`config.mk`:
```
export PLATFORM = sky130hd
export DESIGN_NAME = detector_frame_decoder
export DESIGN_NICKNAME = d
export VERILOG_FILES = /design/src/rtl/dfd_pkg.sv /design/src/rtl/dfd_front.sv /design/src/rtl/dfd_row_mem.sv /design/src/rtl/dfd_desc_queue.sv /design/src/rtl/dfd_back.sv /design/src/rtl/detector_frame_decoder.sv
export SDC_FILE = /design/constraint.sdc
export NUM_CORES = 2
export LEC_CHECK = 0
export ABC_CLOCK_PERIOD_IN_PS = 42400
export BUFFER_PORTS_ARGS = -buffer_cell sky130_fd_sc_hd__buf_2
export CAP_MARGIN = 25
export CELL_PAD_IN_SITES_DETAIL_PLACEMENT = 1
export CELL_PAD_IN_SITES_GLOBAL_PLACEMENT = 1
export CORE_MARGIN = 3
export CORE_UTILIZATION = 25
export CTS_CLUSTER_SIZE = 8
export DETAILED_ROUTE_END_ITERATION = 8
export PLACE_DENSITY_LB_ADDON = 0.1
export RECOVER_POWER = 100
export SLEW_MARGIN = 20
export SYNTH_ARGS = -nofsm -noshare
export SYNTH_HDL_FRONTEND = slang
export SYNTH_SLANG_ARGS = --single-unit
```
`constraint.sdc`:
```
create_clock -name clk -period 42.4 [get_ports clk]
set_input_delay 6.36 -clock clk [delete_from_list [all_inputs] [get_ports clk]]
set_output_delay 6.36 -clock clk [all_outputs]
set_load 0.03 [all_outputs]
```
`src/rtl/dfd_pkg.sv`:
```
// Shared types, constants and decode functions of the readout frame decoder.
// No dependencies; every rtl file imports this package.
package dfd_pkg;

  localparam int DATA_WORDS = 32;
  localparam int NUM_PIXELS = 32;
  localparam int WORD_AW    = $clog2(DATA_WORDS);
  localparam int NUM_BANKS  = 2;
  localparam int BANK_W     = $clog2(NUM_BANKS);
  localparam int MEM_AW     = BANK_W + WORD_AW;
  localparam int PIX_W      = $clog2(NUM_PIXELS);
  localparam int ROW_W      = 30;
  localparam int ELEM_W     = 10;
  localparam int COARSE_W   = 9;
  localparam int Q_DEPTH    = 2;
  localparam int Q_PTR_W    = $clog2(Q_DEPTH);
  localparam int Q_CNT_W    = $clog2(Q_DEPTH + 1);

  localparam logic [27:0] HDR_KEY     = 28'h8000000;
  localparam logic [31:0] FOOTER_WORD = 32'hC000_0000;

  // Element position inside a 30-bit row word
  typedef enum logic [1:0] {
    POS_HI  = 2'd0,
    POS_MID = 2'd1,
    POS_LO  = 2'd2
  } elem_pos_t;

  typedef struct packed {
    logic [BANK_W-1:0] bank;
    logic [3:0]        asic;
    logic [31:0]       t0;
    logic [63:0]       run;
    logic [31:0]       evt;
  } frame_desc_t;

  typedef struct packed {
    logic              en;
    logic [MEM_AW-1:0] addr;
    logic [ROW_W-1:0]  data;
  } row_wr_t;

  typedef struct packed {
    logic              en;
    logic [MEM_AW-1:0] addr_a;
    logic [MEM_AW-1:0] addr_b;
  } row_rd_t;

  function automatic logic [ELEM_W-1:0] row_elem(input logic [ROW_W-1:0] w,
                                                 input elem_pos_t pos);
    logic [ELEM_W-1:0] e;
    case (pos)
      POS_HI:  e = w[29:20];
      POS_MID: e = w[19:10];
      POS_LO:  e = w[9:0];
      default: e = w[9:0];
    endcase
    return e;
  endfunction

  function automatic logic [ELEM_W-1:0] gray10(input logic [ELEM_W-1:0] g);
    logic [ELEM_W-1:0] t;
    t = g ^ (g >> 8);
    t = t ^ (t >> 4);
    t = t ^ (t >> 2);
    t = t ^ (t >> 1);
    return t;
  endfunction

  function automatic logic [COARSE_W-1:0] gray9(input logic [COARSE_W-1:0] g);
    logic [COARSE_W-1:0] t;
    t = g ^ (g >> 8);
    t = t ^ (t >> 4);
    t = t ^ (t >> 2);
    t = t ^ (t >> 1);
    return t;
  endfunction

endpackage

```
`src/rtl/dfd_front.sv`:
```
// Frame parser: hunts headers, latches header words, writes data rows into
// the row memory and posts a frame descriptor on a good footer. Uses dfd_pkg.
module dfd_front import dfd_pkg::*; (
  input  logic        clk,
  input  logic        rst_n,
  input  logic        acc,
  input  logic [31:0] word,
  output row_wr_t     wr,
  output logic        desc_push,
  output frame_desc_t desc
);

  typedef enum logic [6:0] {
    PH_HUNT   = 7'b0000001,
    PH_T0     = 7'b0000010,
    PH_RUN_LO = 7'b0000100,
    PH_RUN_HI = 7'b0001000,
    PH_EVENT  = 7'b0010000,
    PH_DATA   = 7'b0100000,
    PH_FOOTER = 7'b1000000
  } phase_t;

  phase_t              phase_r, phase_nxt;
  logic [3:0]          asic_r, asic_nxt;
  logic [31:0]         t0_r, t0_nxt;
  logic [63:0]         run_r, run_nxt;
  logic [31:0]         evt_r, evt_nxt;
  logic [WORD_AW-1:0]  cnt_r, cnt_nxt;
  logic [BANK_W-1:0]   bank_r, bank_nxt;

  always_comb begin
    phase_nxt = phase_r;
    asic_nxt  = asic_r;
    t0_nxt    = t0_r;
    run_nxt   = run_r;
    evt_nxt   = evt_r;
    cnt_nxt   = cnt_r;
    bank_nxt  = bank_r;
    wr.en     = 1'b0;
    wr.addr   = {bank_r, cnt_r};
    wr.data   = word[ROW_W-1:0];
    desc_push = 1'b0;
    if (acc) begin
      case (phase_r)
        PH_T0: begin
          t0_nxt    = word;
          phase_nxt = PH_RUN_LO;
        end
        PH_RUN_LO: begin
          run_nxt   = {32'd0, word};
          phase_nxt = PH_RUN_HI;
        end
        PH_RUN_HI: begin
          run_nxt   = {word, run_r[31:0]};
          phase_nxt = PH_EVENT;
        end
        PH_EVENT: begin
          evt_nxt   = word;
          cnt_nxt   = '0;
          phase_nxt = PH_DATA;
        end
        PH_DATA: begin
          wr.en   = 1'b1;
          cnt_nxt = cnt_r + 1'b1;
          if (cnt_r == WORD_AW'(DATA_WORDS - 1)) begin
            phase_nxt = PH_FOOTER;
          end
        end
        PH_FOOTER: begin
          // post the frame and flip banks; a bad footer just drops it
          if (word == FOOTER_WORD) begin
            desc_push = 1'b1;
            bank_nxt  = bank_r + 1'b1;
          end
          phase_nxt = PH_HUNT;
        end
        default: begin
          if (word[31:4] == HDR_KEY) begin
            asic_nxt  = word[3:0];
            cnt_nxt   = '0;
            phase_nxt = PH_T0;
          end else begin
            phase_nxt = PH_HUNT;
          end
        end
      endcase
    end
  end

  assign desc.bank = bank_r;
  assign desc.asic = asic_r;
  assign desc.t0   = t0_r;
  assign desc.run  = run_r;
  assign desc.evt  = evt_r;

  always_ff @(posedge clk) begin
    if (!rst_n) begin
      phase_r <= PH_HUNT;
      asic_r  <= '0;
      t0_r    <= '0;
      run_r   <= '0;
      evt_r   <= '0;
      cnt_r   <= '0;
      bank_r  <= '0;
    end else begin
      phase_r <= phase_nxt;
      asic_r  <= asic_nxt;
      t0_r    <= t0_nxt;
      run_r   <= run_nxt;
      evt_r   <= evt_nxt;
      cnt_r   <= cnt_nxt;
      bank_r  <= bank_nxt;
    end
  end

endmodule

```
`src/rtl/dfd_row_mem.sv`:
```
// Double-banked row memory: one write port, two registered read ports.
// Uses dfd_pkg for widths and port structs.
module dfd_row_mem import dfd_pkg::*; (
  input  logic             clk,
  input  row_wr_t          wr,
  input  row_rd_t          rd,
  output logic [ROW_W-1:0] rd_a,
  output logic [ROW_W-1:0] rd_b
);

  logic [ROW_W-1:0] mem_r [2**MEM_AW];
  logic [ROW_W-1:0] rd_a_r;
  logic [ROW_W-1:0] rd_b_r;

  always_ff @(posedge clk) begin
    if (wr.en) begin
      mem_r[wr.addr] <= wr.data;
    end
  end

  // hold read data while the reader stalls
  always_ff @(posedge clk) begin
    if (rd.en) begin
      rd_a_r <= mem_r[rd.addr_a];
      rd_b_r <= mem_r[rd.addr_b];
    end
  end

  assign rd_a = rd_a_r;
  assign rd_b = rd_b_r;

endmodule

```
`src/rtl/dfd_desc_queue.sv`:
```
// Two-entry queue of frame descriptors between parser and pixel emitter.
// Uses dfd_pkg for the descriptor type and depth.
module dfd_desc_queue import dfd_pkg::*; (
  input  logic               clk,
  input  logic               rst_n,
  input  logic               push_en,
  input  frame_desc_t        push_desc,
  input  logic               pop_en,
  output frame_desc_t        head,
  output logic [Q_CNT_W-1:0] count
);

  frame_desc_t          ent_r [Q_DEPTH];
  logic [Q_PTR_W-1:0]   wptr_r, rptr_r;
  logic [Q_CNT_W-1:0]   cnt_r, cnt_nxt;

  always_comb begin
    cnt_nxt = cnt_r;
    if (push_en && !pop_en) begin
      cnt_nxt = cnt_r + 1'b1;
    end else if (pop_en && !push_en) begin
      cnt_nxt = cnt_r - 1'b1;
    end
  end

  always_ff @(posedge clk) begin
    if (push_en) begin
      ent_r[wptr_r] <= push_desc;
    end
  end

  always_ff @(posedge clk) begin
    if (!rst_n) begin
      wptr_r <= '0;
      rptr_r <= '0;
      cnt_r  <= '0;
    end else begin
      if (push_en) begin
        wptr_r <= wptr_r + 1'b1;
      end
      if (pop_en) begin
        rptr_r <= rptr_r + 1'b1;
      end
      cnt_r <= cnt_nxt;
    end
  end

  assign head  = ent_r[rptr_r];
  assign count = cnt_r;

endmodule

```
`src/rtl/dfd_back.sv`:
```
// Pixel emitter: walks the 32 pixels of the head frame, reads row words,
// gray-decodes the elements and drives the result register. Uses dfd_pkg.
module dfd_back import dfd_pkg::*; (
  input  logic                clk,
  input  logic                rst_n,
  input  logic                head_vld,
  input  frame_desc_t         head,
  output logic                head_pop,
  output row_rd_t             rd,
  input  logic [ROW_W-1:0]    rd_a,
  input  logic [ROW_W-1:0]    rd_b,
  output logic                empty,
  input  logic                pop,
  output logic [3:0]          out_asic_id,
  output logic [31:0]         out_t0_timestamp,
  output logic [63:0]         out_run_timestamp,
  output logic [31:0]         out_event_num,
  output logic [PIX_W-1:0]    out_pixel_index,
  output logic                out_hit,
  output logic [ELEM_W-1:0]   out_charge,
  output logic [ELEM_W-1:0]   out_fine_time,
  output logic [COARSE_W-1:0] out_coarse_time,
  output logic                out_last_pixel
);

  // coarse elements start at element 2*NUM_PIXELS
  localparam int CB_WORD = (2 * NUM_PIXELS) / 3;
  localparam int CB_POS  = (2 * NUM_PIXELS) % 3;

  // issue counters: charge element 2i+1 and coarse element 64+i
  logic [PIX_W-1:0]   pix_r, pix_nxt;
  logic [WORD_AW-1:0] wa_r, wa_nxt, wb_r, wb_nxt;
  elem_pos_t          pa_r, pa_nxt, pb_r, pb_nxt;

  logic               s1_vld_r;
  logic [PIX_W-1:0]   s1_pix_r;
  elem_pos_t          s1_pa_r, s1_pb_r;
  frame_desc_t        s1_hdr_r;
  logic [ROW_W-1:0]   prev_a_r;

  logic               out_vld_r;
  frame_desc_t        out_hdr_r;
  logic [PIX_W-1:0]   out_pix_r;
  logic               out_hit_r;
  logic [ELEM_W-1:0]  out_charge_r, out_fine_r;
  logic [COARSE_W-1:0] out_coarse_r;

  logic               out_take, s1_adv, s1_rdy, issue, last_issue;
  logic [ELEM_W-1:0]  charge_e, fine_e, coarse_e;

  assign out_take   = out_vld_r && pop;
  assign s1_adv     = s1_vld_r && (!out_vld_r || pop);
  assign s1_rdy     = !s1_vld_r || s1_adv;
  assign issue      = head_vld && s1_rdy;
  assign last_issue = issue && (pix_r == PIX_W'(NUM_PIXELS - 1));
  assign head_pop   = last_issue;

  assign rd.en     = issue;
  assign rd.addr_a = {head.bank, wa_r};
  assign rd.addr_b = {head.bank, wb_r};

  always_comb begin
    pix_nxt = pix_r;
    wa_nxt  = wa_r;
    pa_nxt  = pa_r;
    wb_nxt  = wb_r;
    pb_nxt  = pb_r;
    if (last_issue) begin
      pix_nxt = '0;
      wa_nxt  = '0;
      pa_nxt  = POS_MID;
      wb_nxt  = WORD_AW'(CB_WORD);
      pb_nxt  = elem_pos_t'(CB_POS);
    end else if (issue) begin
      pix_nxt = pix_r + 1'b1;
      // advance charge element by two positions
      case (pa_r)
        POS_HI:  pa_nxt = POS_LO;
        POS_MID: begin
          pa_nxt = POS_HI;
          wa_nxt = wa_r + 1'b1;
        end
        default: begin
          pa_nxt = POS_MID;
          wa_nxt = wa_r + 1'b1;
        end
      endcase
      // advance coarse element by one position
      case (pb_r)
        POS_HI:  pb_nxt = POS_MID;
        POS_MID: pb_nxt = POS_LO;
        default: begin
          pb_nxt = POS_HI;
          wb_nxt = wb_r + 1'b1;
        end
      endcase
    end
  end

  // fine element sits one before charge; at a word start it is in the prior word
  always_comb begin
    charge_e = row_elem(rd_a, s1_pa_r);
    coarse_e = row_elem(rd_b, s1_pb_r);
    case (s1_pa_r)
      POS_HI:  fine_e = row_elem(prev_a_r, POS_LO);
      POS_MID: fine_e = row_elem(rd_a, POS_HI);
      default: fine_e = row_elem(rd_a, POS_MID);
    endcase
  end

  always_ff @(posedge clk) begin
    if (!rst_n) begin
      pix_r     <= '0;
      wa_r      <= '0;
      pa_r      <= POS_MID;
      wb_r      <= WORD_AW'(CB_WORD);
      pb_r      <= elem_pos_t'(CB_POS);
      s1_vld_r  <= 1'b0;
      out_vld_r <= 1'b0;
    end else begin
      pix_r <= pix_nxt;
      wa_r  <= wa_nxt;
      pa_r  <= pa_nxt;
      wb_r  <= wb_nxt;
      pb_r  <= pb_nxt;
      if (issue) begin
        s1_vld_r <= 1'b1;
      end else if (s1_adv) begin
        s1_vld_r <= 1'b0;
      end
      if (s1_adv) begin
        out_vld_r <= 1'b1;
      end else if (out_take) begin
        out_vld_r <= 1'b0;
      end
    end
  end

  always_ff @(posedge clk) begin
    if (issue) begin
      s1_pix_r <= pix_r;
      s1_pa_r  <= pa_r;
      s1_pb_r  <= pb_r;
      s1_hdr_r <= head;
    end
    if (s1_adv) begin
      prev_a_r     <= rd_a;
      out_hdr_r    <= s1_hdr_r;
      out_pix_r    <= s1_pix_r;
      out_hit_r    <= coarse_e[0];
      out_charge_r <= gray10(charge_e);
      out_fine_r   <= gray10(fine_e);
      out_coarse_r <= gray9(coarse_e[ELEM_W-1:1]);
    end
  end

  assign empty             = !out_vld_r;
  assign out_asic_id       = out_hdr_r.asic;
  assign out_t0_timestamp  = out_hdr_r.t0;
  assign out_run_timestamp = out_hdr_r.run;
  assign out_event_num     = out_hdr_r.evt;
  assign out_pixel_index   = out_pix_r;
  assign out_hit           = out_hit_r;
  assign out_charge        = out_charge_r;
  assign out_fine_time     = out_fine_r;
  assign out_coarse_time   = out_coarse_r;
  assign out_last_pixel    = (out_pix_r == PIX_W'(NUM_PIXELS - 1));

endmodule

```
`src/rtl/detector_frame_decoder.sv`:
```
// Readout frame decoder top level: parser, row memory, descriptor queue and
// pixel emitter. Depends on dfd_pkg and all dfd_* modules.
//
// Usage:
//   Input side is a queue write port: drive in_data_word and push; a word is
//   taken on a clock edge with push high and full low. One readout word per
//   cycle is accepted while full is low. full rises only while both
//   row-memory banks hold parsed frames that have not yet been emitted.
//   Result side is a queue read port: while empty is low the oldest pixel
//   result sits on the out_* ports; pop high on an edge takes it.
//   A good footer yields 32 pixel results, one per cycle while pop is
//   high; the first passes the queue count, the read stage and the output
//   register before it shows. A frame carries 38 input words and 32 pixel
//   results, so with a free receiver the input never stalls. The emit
//   rate is set by the two-port row memory read, one pixel per cycle.
//   When pop stays low the emitter holds, the descriptor queue fills and,
//   once two frames wait, full holds the input.
//   Reset (rst_n low, synchronous) returns the parser to header hunting and
//   empties the queue and the output register; row memory is not cleared.
module detector_frame_decoder import dfd_pkg::*; (
  input  logic                clk,
  input  logic                rst_n,
  input  logic                push,
  output logic                full,
  input  logic [31:0]         in_data_word,
  output logic                empty,
  input  logic                pop,
  output logic [3:0]          out_asic_id,
  output logic [31:0]         out_t0_timestamp,
  output logic [63:0]         out_run_timestamp,
  output logic [31:0]         out_event_num,
  output logic [PIX_W-1:0]    out_pixel_index,
  output logic                out_hit,
  output logic [ELEM_W-1:0]   out_charge,
  output logic [ELEM_W-1:0]   out_fine_time,
  output logic [COARSE_W-1:0] out_coarse_time,
  output logic                out_last_pixel
);

  logic               acc;
  row_wr_t            wr;
  row_rd_t            rd;
  logic               desc_push, desc_pop;
  frame_desc_t        desc, head;
  logic [Q_CNT_W-1:0] q_count;
  logic [ROW_W-1:0]   rd_a, rd_b;

  assign full = (q_count == Q_CNT_W'(Q_DEPTH));
  assign acc  = push && !full;

  dfd_front u_front (
    .clk       (clk),
    .rst_n     (rst_n),
    .acc       (acc),
    .word      (in_data_word),
    .wr        (wr),
    .desc_push (desc_push),
    .desc      (desc)
  );

  dfd_row_mem u_row_mem (
    .clk  (clk),
    .wr   (wr),
    .rd   (rd),
    .rd_a (rd_a),
    .rd_b (rd_b)
  );

  dfd_desc_queue u_queue (
    .clk       (clk),
    .rst_n     (rst_n),
    .push_en   (desc_push),
    .push_desc (desc),
    .pop_en    (desc_pop),
    .head      (head),
    .count     (q_count)
  );

  dfd_back u_back (
    .clk               (clk),
    .rst_n             (rst_n),
    .head_vld          (q_count != '0),
    .head              (head),
    .head_pop          (desc_pop),
    .rd                (rd),
    .rd_a              (rd_a),
    .rd_b              (rd_b),
    .empty             (empty),
    .pop               (pop),
    .out_asic_id       (out_asic_id),
    .out_t0_timestamp  (out_t0_timestamp),
    .out_run_timestamp (out_run_timestamp),
    .out_event_num     (out_event_num),
    .out_pixel_index   (out_pixel_index),
    .out_hit           (out_hit),
    .out_charge        (out_charge),
    .out_fine_time     (out_fine_time),
    .out_coarse_time   (out_coarse_time),
    .out_last_pixel    (out_last_pixel)
  );

  a_reset_clears: assert property (@(posedge clk)
    !rst_n |=> empty && (q_count == '0))
    else $error("reset did not clear queue and result register");

  a_queue_bound: assert property (@(posedge clk) disable iff (!rst_n)
    q_count <= Q_CNT_W'(Q_DEPTH))
    else $error("descriptor queue count out of range");

  a_no_pop_empty: assert property (@(posedge clk) disable iff (!rst_n)
    desc_pop |-> (q_count != '0))
    else $error("descriptor popped from an empty queue");

  a_no_push_full: assert property (@(posedge clk) disable iff (!rst_n)
    desc_push |-> !full)
    else $error("descriptor pushed into a full queue");

endmodule

```
==> summary.md <==
| Metric | Value |
|---|---|
| Worst path bufs/invs | 5 |
| Status | finished with violations |
| CP Class | input port to flip-flop |
| Seq pwr share | 0.503 |
| Die area | ~0.47 mm^2 |
| Initial DRC Count | 6227 |
| Critical path cell sequence | clkbuf_1 > clkbuf_1 > nor4_1 > nand3_1 > clkbuf_1 > nor3_1 > and2_0 > clkbuf_1 > clkbuf_1 |
| Final min period | 16.58 ns |
| Crit path required time | between 40 and 50 ns |
| Async set-reset flop share out of synthesis | 0 |
| Synth Net Count | a little under 6000 |
| Final setup viols | 0 |
| Register area share after synthesis | 0.699 |
| Initial antenna violation count | between 50 and 60 |
| CP top delay family | buffers and inverters |
| Maximum VDD drop | about 0.033 mV |
| Dpl cell area | between 0.1 and 0.15 mm^2 |
| First-pass GRT wire length | around 600000 um |
| HPWL Detailed | around 280000 um |
| Die Ht | 684 um |
| Synthesis warning total | 0 |
| Total track usage | 0.186 |
| Ports | ~200 |
| Core area | approximately 0.46 mm^2 |
| Via density | 5.02 |
| RSZ-0062 raised after global routing | false |
| Switch Pwr | 1.24 mW |
| DRC Markers | 0 |
| Multi-input gate area in the final layout | approximately 0.033 mm^2 |
| Antenna-violating nets left | 0 |
| Final Max Tran Viols | 5188 |
| Nets | approximately 6300 |
| Final TNS setup | 0 ns |
| Tcrit/Tclk final | 0.391 |
| Worst-Skew Late Latency | between 0.9 and 1 ns |
| Initial Util | 0.252 |
| Layout cells sized above 1 | 0.260 |
| F_max | slightly above 60 MHz |
| Chip width | around 700 um |
| Type of origin of the critical path | input port |
| Combinational Power Share | 0.011 |
| Post-CTS Hold Buffers | 0 |
| DR vias | 63000 |
| Synthesis-stage register bit count | between 2000 and 3000 |
| Syn Area/Cell | approximately 20 um^2 |
| Final instance area | around 0.13 mm^2 |
| Post-layout util | 0.295 |
| Synthesized instance count | 5777 |
| DRT Wirelength | 446000 um |
| WL/cell | roughly 36 um |
| Top cell type's share of synthesized area | 0.670 |
| Largest net degree at the start of global routing | 135 |
| Worst stage delay on the critical path | about 2.8 ns |
| Mapped cell area | 0.115 mm^2 |
| CTS Buf Count | approximately 380 |
| Top cells by area, synth | edfxtp_1 (67%), mux4_2 (19%), dfxtp_1 (3.0%), a22oi_1 (1.8%), mux2_2 (1.3%) |
| Proportion of power drawn by the clock network | 0.486 |
| Clock transition at path regs | 0.05 ns |
| Layout overhead on the synthesized area | 17.2% |
| CTS tree | yes |
| Vias in the first global route | around 67000 |
| Clock skew after layout | slightly above 0.06 ns |
| Remaining Overflow, GRT | 0 |
| Cells after DPL | about 12000 |
| H-tree levels | 5 |
| Failing checks | capacitance limit, slew limit |
| Internal cell power | between 4 and 5 mW |
| PwrDens | between 40 and 50 mW/mm^2 |
| Critical Path Slowest Stage Cell | clkbuf_1 |
| Worst-case clock buffer depth | 4 |
| I/O Buffers | around 210 |
| Setup bufs post-CTS | 0 |
| Drt pass-1 iters | 5 |
| Cell variety after synth | 51 |
| Worst Tran Pin Value | 8.99 ns |
| Core Rows | between 200 and 250 |
| Final hold violation count | 0 |
| Static Leak | slightly below 40 nW |
| Area leader, netlist | edfxtp_1 |
| Worst setup EP type | flip-flop |
| Sinks on the clock net | approximately 2700 |
| Final Instance Count excl. Fillers | roughly 13000 |
| Number of flops mapped to enable cells by yosys | about 2600 |
| Post-CTS Resized | 0 |
| FILL cells | 46300 |
| Switching Fraction | 0.212 |
| Max cap viols | approximately 160 |
| CP Data Arrival Time | between 15 and 20 ns |
| Relative max-transition margin | -4.99 |
| Synth Flop Type | edfxtp_1 |
| CP max FO | between 60 and 70 |
| CP dominant cell by count | clkbuf_1 |
| Reg area | a little over 0.08 mm^2 |
| Root buffer cell | clkbuf_16 |
| Worst min-delay path class | flip-flop to flip-flop |
| Routability cong. | between 0.7 and 0.8 |
==> per-stage QoR <==
stage	total power [mW]	worst slack, ns	hold slack (ns)
detailed placement	3.07	30.95	0.406
global placement	3.06	29.67	0.407
CTS	5.95	32.03	0.415
floorplan	3.00	21.84	0.400
finish	5.86	25.82	0.414
global route	6.06	24.68	0.424
==> routing by layer <==
| layer | GRT usage | up-vias | share of wire |
|---|---|---|---|
| li1 | - | 25500 | - |
| met1 | 0.259 | 34900 | 0.44 |
| met2 | 0.299 | 2008 | 0.47 |
| met3 | 0.0272 | 564 | 0.053 |
| met4 | 0.0586 | 2 | 0.038 |
| met5 | 0 | - | 0.000027 |
==> final cells by class <==
cell class,instances,area share
Inverter,14,0.000399
Multi-Input combinational cell,2600,0.247
Clock buffer,529,0.0763
Timing Repair Buffer,488,0.0192
Clock inverter,27,0.00306
Antenna cell,26,0.000483
Tap cell,6125,0.0569
Sequential cell,2735,0.597
==> cell usage in the layout, fill, tap and decap left out, types with 36 or more instances in the layout <==
master,Yosys,routed
a21oi_1,203,202
xnor2_1,37,40
mux4_2,960,960
dfxtp_1,171,169
o221ai_1,60,60
a221oi_1,120,115
edfxtp_1,2564,2564
clkbuf_1,293,487
nor2_4,0,43
nor2_1,177,133
mux2_2,134,76
mux2i_1,35,36
nand3_1,41,39
nand2_1,211,208
clkbuf_16,0,389
buf_4,2,100
mux2_1,0,59
nor2b_1,46,42
a21boi_0,1,46
a22oi_1,272,272
a22o_1,120,120
==> worst register-to-register path, cell delays in order, from the launching register on <==
cell and delay (ns):
dfxtp_1 1.99, clkbuf_1 2.53, clkbuf_1 1.95, clkbuf_1 1.98, clkbuf_1 2.22, mux4_2 0.78, a22o_1 0.32, a221oi_1 0.85
o221ai_1 0.34
==> synthesized netlist by cell type (all sizes together), types with 46 or more instances <==
cell type and n:
mux4 960, edfxtp 2564, o221ai 60, dfxtp 171, nand2 211, clkbuf 293
a21oi 203, nor2b 46, a22o 120, a221oi 120, a21boi 47, nor2 177
buf 135, a22oi 272, mux2 135
==> power by group through the flow <==
stage / registers, mW / clock network [mW] / logic (mW)
after floorplan: 3.00 / 0 / 0.00382
after detailed placement: 2.99 / 0 / 0.0722
after global placement: 2.99 / 0 / 0.0698
final: 2.95 / 2.84 / 0.0658
after global routing: 2.94 / 3.05 / 0.0702
after CTS: 2.94 / 2.94 / 0.0722
==> path summary, 6_finish.rpt <==
path	from	cells past startpoint	end	slack, ns
worst max register to register	u_back.wb_r[0]	8	u_row_mem.rd_b[5]	29.12
worst min-delay path	u_back.s1_hdr_r[43]	0	u_back.out_run_timestamp[11]	0.41
worst max-delay path	in_data_word[21]	9	u_queue.ent_r[1][82]	25.82
worst min register to register	u_back.s1_hdr_r[43]	0	u_back.out_run_timestamp[11]	0.41
==> state kept, by name, indices dropped and copies added (netlist names), 10 cells and up, named ones only <==
signal and cells:
u_back.out_charge 10, u_back.out_event_num 32, u_back.out_fine_time 10, u_back.out_run_timestamp 64, u_back.out_t0_timestamp 32, u_back.prev_a_r 10, u_back.s1_hdr_r 132, u_front.evt_r 32
u_front.run_r 64, u_front.t0_r 32, u_queue.ent_r 266, u_row_mem.mem_r 1920, u_row_mem.rd_a 30, u_row_mem.rd_b 30
==> cells by family after synthesis <==
family | after synthesis | synth area share
AO/OA/AOI/OAI | 850 | 0.0539
XOR/XNOR | 65 | 0.00569
adder cells (fa/ha/maj) | 7 | 0.000762
buffers and inverters | 442 | 0.0149
flip-flops | 2735 | 0.699
multiplexers | 1131 | 0.205
AND/OR/NAND/NOR | 547 | 0.0209
Note: power is estimated with default switching activity, not from simulation.
